==> src/rtl/core/sqlts_pkg.sv <==
// ----------------------------------------------------------------------------
// sqlts_pkg
// Shared types and character codes for the SQL token splitter.
// ----------------------------------------------------------------------------
package sqlts_pkg;

    // Lexer modes
    typedef enum logic [2:0] {
        MODE_NORMAL = 3'd0,
        MODE_HELD   = 3'd1,
        MODE_LIT    = 3'd2,
        MODE_LITQ   = 3'd3,
        MODE_BLOB   = 3'd4
    } lex_mode_t;

    typedef struct packed {
        lex_mode_t   mode;
        logic [7:0]  held;
        logic        word_open;
        logic        word_sx;    // open word is exactly x or X
        logic        last_sx;    // last finished token is exactly x or X
    } lex_state_t;

    typedef struct packed {
        logic [7:0]  out_byte;
        logic        byte_valid;
        logic        token_start;
        logic        statement_end;
        logic        run_last;
    } tok_t;

    // Lexer step: next state plus up to two result tokens
    typedef struct packed {
        lex_state_t  st;
        tok_t        r0;
        tok_t        r1;
        logic [1:0]  cnt;
    } ctx_t;

    localparam logic [7:0] CH_X_LO  = 8'h78;
    localparam logic [7:0] CH_X_UP  = 8'h58;
    localparam logic [7:0] CH_DOT   = 8'h2e;
    localparam logic [7:0] CH_LT    = 8'h3c;
    localparam logic [7:0] CH_GT    = 8'h3e;
    localparam logic [7:0] CH_EQ    = 8'h3d;
    localparam logic [7:0] CH_BANG  = 8'h21;
    localparam logic [7:0] CH_LPAR  = 8'h28;
    localparam logic [7:0] CH_RPAR  = 8'h29;
    localparam logic [7:0] CH_COMMA = 8'h2c;
    localparam logic [7:0] CH_SEMI  = 8'h3b;
    localparam logic [7:0] CH_STAR  = 8'h2a;
    localparam logic [7:0] CH_PLUS  = 8'h2b;
    localparam logic [7:0] CH_MINUS = 8'h2d;
    localparam logic [7:0] CH_SLASH = 8'h2f;
    localparam logic [7:0] CH_QUOTE = 8'h27;
    localparam logic [7:0] CH_SPACE = 8'h20;
    localparam logic [7:0] CH_TAB   = 8'h09;
    localparam logic [7:0] CH_CR    = 8'h0d;
    localparam logic [7:0] CH_ZERO  = 8'h30;
    localparam logic [7:0] CH_NINE  = 8'h39;

    // Result queue depth
    localparam int RESQ_DEPTH = 4;

endpackage

==> src/rtl/core/sqlts_lex.sv <==
// ----------------------------------------------------------------------------
// sqlts_lex
// One-byte lexer step: from the current state and one input byte, builds the
// next state and up to two result tokens.
// ----------------------------------------------------------------------------
module sqlts_lex (
    input  sqlts_pkg::lex_state_t state,
    input  logic [7:0]            in_byte,
    input  logic                  text_last,
    output sqlts_pkg::ctx_t       result
);
    import sqlts_pkg::*;

    function automatic logic is_space(input logic [7:0] c);
        return (c == CH_SPACE) || (c >= CH_TAB && c <= CH_CR);
    endfunction

    function automatic logic is_punct(input logic [7:0] c);
        return (c == CH_LPAR) || (c == CH_RPAR) || (c == CH_COMMA) || (c == CH_SEMI) ||
               (c == CH_STAR) || (c == CH_EQ) || (c == CH_PLUS) || (c == CH_MINUS) ||
               (c == CH_SLASH);
    endfunction

    function automatic ctx_t put(input ctx_t x_in, input logic [7:0] b,
                                 input logic valid, input logic start);
        ctx_t x;
        tok_t t;
        x = x_in;
        t.out_byte      = b;
        t.byte_valid    = valid;
        t.token_start   = start;
        t.statement_end = 1'b0;
        t.run_last      = 1'b0;
        if (x.cnt == 2'd0)
        begin
            x.r0  = t;
            x.cnt = 2'd1;
        end
        else if (x.cnt == 2'd1)
        begin
            x.r1  = t;
            x.cnt = 2'd2;
        end
        return x;
    endfunction

    function automatic ctx_t close_word(input ctx_t x_in);
        ctx_t x;
        x = x_in;
        if (x.st.word_open)
        begin
            x.st.last_sx   = x.st.word_sx;
            x.st.word_open = 1'b0;
            x.st.word_sx   = 1'b0;
        end
        return x;
    endfunction

    function automatic ctx_t emit_word(input ctx_t x_in, input logic [7:0] c);
        ctx_t x;
        x = x_in;
        if (!x.st.word_open)
        begin
            x = put(x, c, 1'b1, 1'b1);
            x.st.word_open = 1'b1;
            x.st.word_sx   = (c == CH_X_LO) || (c == CH_X_UP);
        end
        else
        begin
            x = put(x, c, 1'b1, 1'b0);
            x.st.word_sx = 1'b0;
        end
        return x;
    endfunction

    function automatic ctx_t emit_token(input ctx_t x_in, input logic [7:0] c);
        ctx_t x;
        x = close_word(x_in);
        x = put(x, c, 1'b1, 1'b1);
        x.st.last_sx = 1'b0;
        return x;
    endfunction

    function automatic ctx_t proc_normal(input ctx_t x_in, input logic [7:0] c);
        ctx_t x;
        logic sx;
        x  = x_in;
        sx = 1'b0;
        if (is_space(c))
        begin
            x = close_word(x);
        end
        else if (c == CH_QUOTE)
        begin
            sx = x.st.word_open ? x.st.word_sx : x.st.last_sx;
            x  = close_word(x);
            x.st.last_sx = 1'b0;
            if (sx)
            begin
                // x'...' continues the x token as a hex blob
                x = put(x, c, 1'b1, 1'b0);
                x.st.mode = MODE_BLOB;
            end
            else
            begin
                x = put(x, c, 1'b1, 1'b1);
                x.st.mode = MODE_LIT;
            end
        end
        else if (is_punct(c))
        begin
            x = emit_token(x, c);
        end
        else if (c == CH_LT || c == CH_GT)
        begin
            x = close_word(x);
            x.st.mode = MODE_HELD;
            x.st.held = c;
        end
        else if (c == CH_DOT)
        begin
            if (x.st.word_open)
            begin
                x.st.mode = MODE_HELD;
                x.st.held = c;
            end
            else
            begin
                x = emit_token(x, c);
            end
        end
        else if (c == CH_BANG)
        begin
            x.st.mode = MODE_HELD;
            x.st.held = c;
        end
        else
        begin
            x = emit_word(x, c);
        end
        return x;
    endfunction

    function automatic ctx_t proc_held(input ctx_t x_in, input logic [7:0] c);
        ctx_t x;
        logic [7:0] h;
        x = x_in;
        h = x.st.held;
        x.st.mode = MODE_NORMAL;
        x.st.held = 8'h00;
        if (h == CH_DOT)
        begin
            // dot stays in the word only when a digit follows
            if (c >= CH_ZERO && c <= CH_NINE)
                x = emit_word(x, h);
            else
                x = emit_token(x, h);
            x = proc_normal(x, c);
        end
        else if (h == CH_LT || h == CH_GT)
        begin
            x = emit_token(x, h);
            if (c == CH_EQ || (h == CH_LT && c == CH_GT))
                x = put(x, c, 1'b1, 1'b0);
            else
                x = proc_normal(x, c);
        end
        else
        begin
            // held bang: != is an operator, otherwise the bang is a word byte
            if (c == CH_EQ)
            begin
                x = emit_token(x, h);
                x = put(x, c, 1'b1, 1'b0);
            end
            else
            begin
                x = emit_word(x, h);
                x = proc_normal(x, c);
            end
        end
        return x;
    endfunction

    always_comb
    begin
        result.st  = state;
        result.r0  = '0;
        result.r1  = '0;
        result.cnt = 2'd0;

        unique case (state.mode)
            MODE_HELD:
            begin
                result = proc_held(result, in_byte);
            end
            MODE_LIT:
            begin
                result = put(result, in_byte, 1'b1, 1'b0);
                if (in_byte == CH_QUOTE)
                    result.st.mode = MODE_LITQ;
            end
            MODE_LITQ:
            begin
                // a second quote folds into the first one
                if (in_byte == CH_QUOTE)
                    result.st.mode = MODE_LIT;
                else
                begin
                    result.st.mode = MODE_NORMAL;
                    result = proc_normal(result, in_byte);
                end
            end
            MODE_BLOB:
            begin
                result = put(result, in_byte, 1'b1, 1'b0);
                if (in_byte == CH_QUOTE)
                    result.st.mode = MODE_NORMAL;
            end
            default:
            begin
                result.st.mode = MODE_NORMAL;
                result = proc_normal(result, in_byte);
            end
        endcase

        if (text_last)
        begin
            // flush the held byte, then return to the reset state
            if (result.st.mode == MODE_HELD)
            begin
                if (result.st.held == CH_BANG)
                    result = emit_word(result, result.st.held);
                else
                    result = emit_token(result, result.st.held);
            end
            result.st = '0;
            if (result.cnt == 2'd0)
                result = put(result, 8'h00, 1'b0, 1'b0);
            if (result.cnt == 2'd2)
                result.r1.statement_end = 1'b1;
            else
                result.r0.statement_end = 1'b1;
        end

        if (result.cnt == 2'd2)
            result.r1.run_last = 1'b1;
        else if (result.cnt == 2'd1)
            result.r0.run_last = 1'b1;
    end

endmodule

==> src/rtl/core/sql_token_splitter_core.sv <==
// ----------------------------------------------------------------------------
// sql_token_splitter_core
// Streaming SQL tokenizer: SQL text in one byte per transaction, token bytes
// out tagged with token start, statement end and end of the byte's results.
// ----------------------------------------------------------------------------
// Usage:
//   Slave side takes one text byte per transaction; s_tlast marks the final
//   byte of a statement and flushes any held byte. Master side delivers
//   result tokens in order; m_tlast marks the last result caused by one
//   input byte. Whitespace and folded quotes produce no result unless the
//   byte is final; a held operator byte and the byte after it may produce two.
//   A result enters the queue at its input transaction and is presented
//   once the results ahead of it have drained. Throughput: one input byte
//   per cycle while s_tready is high, bounded by the single output port of
//   the four-entry result queue; bytes that cause two results drain at one
//   result per cycle, so a steady run of them is held to the output rate.
//   s_tready is high whenever the queue has room for two results, so input
//   is taken while earlier results still wait at the output.
//   When the receiver stalls, the queue fills and s_tready drops; nothing
//   is lost. Reset empties the queue and returns the lexer to normal mode
//   with no word open and nothing held.
// ----------------------------------------------------------------------------
module sql_token_splitter_core #(
    parameter int RESQ_DEPTH = sqlts_pkg::RESQ_DEPTH
) (
    input  logic        clk,
    input  logic        rst_n,
    input  logic        s_tvalid,
    output logic        s_tready,
    input  logic [7:0]  s_tdata,   // [7:0] in_byte
    input  logic        s_tlast,   // text_last
    output logic        m_tvalid,
    input  logic        m_tready,
    output logic [7:0]  m_tdata,   // [7:0] out_byte
    output logic [2:0]  m_tuser,   // [0] byte_valid, [1] token_start, [2] statement_end
    output logic        m_tlast    // run_last
);
    import sqlts_pkg::*;

    localparam int PTR_W = (RESQ_DEPTH > 1) ? $clog2(RESQ_DEPTH) : 1;
    localparam int CNT_W = $clog2(RESQ_DEPTH + 1);

    lex_state_t          state_reg;
    lex_state_t          state_next;
    ctx_t                lex_out;
    tok_t                q_mem_reg [RESQ_DEPTH];
    logic [PTR_W-1:0]    wr_ptr_reg;
    logic [PTR_W-1:0]    wr_ptr_next;
    logic [PTR_W-1:0]    rd_ptr_reg;
    logic [PTR_W-1:0]    rd_ptr_next;
    logic [PTR_W-1:0]    wr_ptr_p1;
    logic [CNT_W-1:0]    cnt_reg;
    logic [CNT_W-1:0]    cnt_next;
    logic                in_fire;
    logic                out_fire;
    logic [1:0]          push_cnt;
    tok_t                head;

    sqlts_lex u_lex (
        .state     (state_reg),
        .in_byte   (s_tdata),
        .text_last (s_tlast),
        .result    (lex_out)
    );

    function automatic logic [PTR_W-1:0] ptr_inc(input logic [PTR_W-1:0] p);
        return (p == PTR_W'(RESQ_DEPTH - 1)) ? '0 : p + PTR_W'(1);
    endfunction

    assign s_tready = (cnt_reg <= CNT_W'(RESQ_DEPTH - 2));
    assign in_fire  = s_tvalid && s_tready;
    assign out_fire = m_tvalid && m_tready;
    assign push_cnt = in_fire ? lex_out.cnt : 2'd0;
    assign wr_ptr_p1 = ptr_inc(wr_ptr_reg);

    always_comb
    begin
        state_next  = in_fire ? lex_out.st : state_reg;
        rd_ptr_next = out_fire ? ptr_inc(rd_ptr_reg) : rd_ptr_reg;
        case (push_cnt)
            2'd1:    wr_ptr_next = wr_ptr_p1;
            2'd2:    wr_ptr_next = ptr_inc(wr_ptr_p1);
            default: wr_ptr_next = wr_ptr_reg;
        endcase
        cnt_next = cnt_reg + CNT_W'(push_cnt) - CNT_W'(out_fire);
    end

    always_ff @(posedge clk or negedge rst_n)
    begin
        if (!rst_n)
        begin
            state_reg  <= '0;
            wr_ptr_reg <= '0;
            rd_ptr_reg <= '0;
            cnt_reg    <= '0;
        end
        else
        begin
            state_reg  <= state_next;
            wr_ptr_reg <= wr_ptr_next;
            rd_ptr_reg <= rd_ptr_next;
            cnt_reg    <= cnt_next;
        end
    end

    // Result queue payload, no reset needed
    always_ff @(posedge clk)
    begin
        if (push_cnt != 2'd0)
            q_mem_reg[wr_ptr_reg] <= lex_out.r0;
        if (push_cnt == 2'd2)
            q_mem_reg[wr_ptr_p1] <= lex_out.r1;
    end

    assign head     = q_mem_reg[rd_ptr_reg];
    assign m_tvalid = (cnt_reg != '0);
    assign m_tdata  = head.out_byte;
    assign m_tuser  = {head.statement_end, head.token_start, head.byte_valid};
    assign m_tlast  = head.run_last;

    // Queue never overfills
    a_cnt_bound: assert property (@(posedge clk) disable iff (!rst_n)
        cnt_reg <= CNT_W'(RESQ_DEPTH))
        else $error("result queue count above depth");

    // Final byte of a statement returns the lexer to its reset state
    a_last_resets: assert property (@(posedge clk) disable iff (!rst_n)
        (in_fire && s_tlast) |=> (state_reg == '0))
        else $error("lexer state not cleared after statement end");

    // Final byte of a statement always queues at least one result
    a_last_pushes: assert property (@(posedge clk) disable iff (!rst_n)
        (in_fire && s_tlast) |-> (lex_out.cnt != 2'd0))
        else $error("statement end produced no result");

    // Queue count holds steady when nothing is pushed or popped
    a_cnt_track: assert property (@(posedge clk) disable iff (!rst_n)
        (!in_fire && !out_fire) |=> $stable(cnt_reg))
        else $error("queue count changed without a transaction");

endmodule
==> config.mk <==
export PLATFORM = sky130hd
export DESIGN_NAME = sql_token_splitter_core
export DESIGN_NICKNAME = d
export VERILOG_FILES = /design/src/rtl/core/sqlts_pkg.sv /design/src/rtl/core/sqlts_lex.sv /design/src/rtl/core/sql_token_splitter_core.sv
export SDC_FILE = /design/constraint.sdc
export NUM_CORES = 1
export LEC_CHECK = 0
export ABC_AREA = 1
export ABC_CLOCK_PERIOD_IN_PS = 7900
export BUFFER_PORTS_ARGS = -buffer_cell sky130_fd_sc_hd__buf_2
export CORE_ASPECT_RATIO = 1.1
export CORE_MARGIN = 5
export CORE_UTILIZATION = 62
export CTS_CLUSTER_SIZE = 24
export DETAILED_ROUTE_END_ITERATION = 10
export PLACE_DENSITY = 0.8
export SLEW_MARGIN = 20
export SYNTH_ARGS = -nofsm -noshare
export SYNTH_HDL_FRONTEND = slang
export SYNTH_SLANG_ARGS = --single-unit
export TNS_END_PERCENT = 50
==> constraint.sdc <==
create_clock -name clk -period 7.9 [get_ports clk]
set_input_delay 0.79 -clock clk [delete_from_list [all_inputs] [get_ports clk]]
set_output_delay 0.79 -clock clk [all_outputs]
set_load 0.02 [all_outputs]
==> impl_metrics.py <==
metrics = {
    "run_status": {
        "status": "completed",
    },
    "synthesis": {
        "synth_enable_flop_cells": 48,
        "post_synth_main_area_contributors": "edfxtp_1 (25%), nand2_1 (14%), dfrtp_1 (9.3%)",
        "synth.most_common_cell": "nand2_1",
        "mean_instance_size_in_the_synthesized_netlist_um2": 7.080,
        "synth.top_cell.area_share_pct": 25.39,
        "synth.cells.most_frequent": "nand2_1 (211), o21ai_0 (79), nor2_1 (77), inv_1 (68), nand3_1 (60)",
        "yosysWarnings": 0,
        "netlist-cell-type-count": 57,
        "mappedNetlistArea_mm2": 0.005678,
        "async_flop_share_pct": 30.43,
        "synth_ff_type": "edfxtp_1",
        "synth_seq_cells": 69,
        "synth.yosys.seq_area_share_pct": 34.64,
        "synth.net_count": 830,
        "synthesis.instances": 802,
        "yosysTopAreaCell": "edfxtp_1",
    },
    "die": {
        "floorplan.initialDensity_pct": 63.66,
        "die_w_um": 101.2,
        "placement_rows": 36,
        "core_mm2": 0.008919,
        "floorplan.die_area_mm2": 0.01117,
        "io-pin-count": 27,
        "die_height_um": 110.4,
    },
    "pwr": {
        "ir_drop_mv": 0.2783,
        "total_power_density_per_cell_area_mw_per_mm2": 320.3,
        "power.static_leakage_uw": 0.002731,
    },
    "timing": {
        "layout_worst_path_cycle_share_pct": 61.63,
        "slew_viol_final": 0,
        "finalClockSkew_ps": 15.70,
        "max_freq_mhz": 205.4,
        "worst_slew_pin_slew_ps": 793.0,
        "rsz0062_at_grt": "false",
        "final_hold_viol_count": 0,
        "max-slew-margin-rel_pct": 47.08,
        "fin_crit_ps": 4869,
        "finalSetupViolations": 0,
        "tns_ps": 0,
    },
    "critical_path": {
        "crit_type": "reg2reg",
        "required_ps": 8000,
        "critical_path.max_fanout": 16,
        "worst-path-buf-inv": 4,
        "critPathLaunch": "state_reg[11]",
        "worstReg2RegEnd": "q_mem_reg[3][0]",
        "worstSetupEndpointType": "register",
        "crit_top_cell": "nand2_1",
        "master_of_the_slowest_instance_on_the_critical_path": "inv_1",
        "crit_family": "simple AND/OR/NAND/NOR gates",
        "path_cells": "inv_1, nand3_1, nand2_1, inv_1, nand2_1, nand2_1, inv_1, ha_1, nand3_4, nand2_1, nand2_1, o21ai_2, nand2_1, ha_1, nand2_1, clkinv_1, nand2_1, a21oi_1",
        "cp.arrival_ps": 4970,
        "r2r_start": "state_reg[11]",
        "setup.reg_to_reg.worst_slack_ps": 3030,
        "cp-start-kind": "register",
        "critPathMaxStageDelay_ps": 590,
        "reg2regPathDepth": 18,
    },
    "detailed_routing": {
        "wirelength_um": 18910,
        "initialDrtViolationCount": 695,
        "drc_errors": 0,
        "drt_pass1_iterations": 6,
        "route.antenna.remaining_nets": 0,
        "route.detailed.vias_per_inst": 6.450,
        "wl_per_cell_um": 20.15,
        "detailroute.via_count": 6050,
    },
    "grt": {
        "grt_max_degree": 28,
        "grt_remaining_overflow": 0,
        "antenna_found_initial": 0,
        "wire_length_of_the_first_global_routing_pass_um": 29720,
        "via_count_of_the_first_global_routing_pass": 5719,
        "grt_usage_pct": 34.84,
    },
    "clock_network": {
        "post-cts-setup-buffers": 0,
        "post_cts_resized": 0,
        "postCtsHoldBufs": 0,
        "clkTransAtPathRegs_ps": 90,
        "cts_tree": "done",
        "htree_levels": 3,
        "clock_path_buffers": 2,
        "root_buffer": "clkbuf_8",
        "tritoncts_num_sinks": 69,
        "cts_buffers": 9,
        "insertion_delay_ps": 360,
    },
    "worst_hold_path": {
        "worst_hold_path_type": "in2async",
    },
    "flow_run": {
        "cap_violations": 0,
    },
    "place": {
        "gpl.final_weighted_congestion": 1.033,
        "placement.io_buffers": 26,
        "hpwl_um": 14410,
        "placed_cells_incl_taps": 922,
    },
    "final_layout": {
        "antennaDiodeCount": 0,
        "post_route_cells_drive_above_1_share_pct": 15.53,
        "total_number_of_nets_in_the_final_design": 847,
        "fillerInstances": 737,
        "number_of_flip_flops_under_the_largest_register_name": 48,
        "areaGrowthSynthToFinish_pct": 7.250,
        "final_cells": 938,
    },
}
-- stage by stage --
stage	area, um2	util [%]	power [uW]	worst slack, ps	hold WS, ps
floorplan	5678	-	1284	3620	464.2
global placement	5867	65.78	1559	3072	481.1
detailed placement	5867	65.78	1590	2957	490.5
CTS	6090	68.28	1913	3244	439.4
global route	6090	68.28	2060	2812	455.0
finish	6090	68.28	1951	3031	424.7
-- power breakdown --
part | switching, uW | internal (uW) | total [uW]
Clock | 145 | 179 | 325
Combinational | 720 | 317 | 1040
Sequential | 88.7 | 500 | 589
-- cell type report --
class | instances | area, um2 | share of cell area (%)
Clock buffer | 9 | 123.9 | 2.034
Clock inverter | 7 | 98.84 | 1.623
Inverter | 95 | 361.6 | 5.938
Multi-Input combinational cell | 613 | 3228 | 53.01
Sequential cell | 69 | 1967 | 32.30
Tap cell | 114 | 142.6 | 2.342
Timing Repair Buffer | 31 | 167.7 | 2.753
-- how the worst max path moves through the flow --
stage                                  to  slack [ps]  cells past startpoint
after CTS                 q_mem_reg[3][0]        3240                     18
after global routing      q_mem_reg[3][0]        2810                     24
after detailed placement  q_mem_reg[0][3]        2960                     24
final                     q_mem_reg[3][0]        3030                     18
after floorplan           q_mem_reg[0][0]        3620                     24
after global placement    q_mem_reg[3][3]        3070                     24
-- cells by family (layout without fill, tap and decap cells) --
family | Yosys count | after routing | share of synthesized area (%)
and+or+nand+nor | 413 | 413 | 33.72
AOI/OAI and AO/OA | 181 | 181 | 19.08
buffers and inverters | 120 | 142 | 8.506
DFF | 69 | 69 | 34.64
adders and majority gates | 15 | 15 | 3.438
xor gates and xnor gates | 4 | 4 | 0.6171
-- routing by layer --
metal  track usage [%]  part of all wire (%)  up-vias
met1             40.78                    36     2710
met2             58.64                    47      474
met3             7.111                   9.8      122
met5                 0                     0        -
li1                  -                     -     2744
met4             21.18                   7.0        0
-- cell usage in the layout, fill, tap and decap left out, types with 18 or more instances in the layout --
cell type / count
inv_2: 21
nand2_2: 18
a21oi_1: 31
o21ai_0: 79
inv_1: 68
edfxtp_1: 48
o22ai_1: 28
dfrtp_1: 21
nand2_1: 211
buf_2: 26
nor2_1: 77
nand3_1: 60
Power figures use the tool's default switching activity.
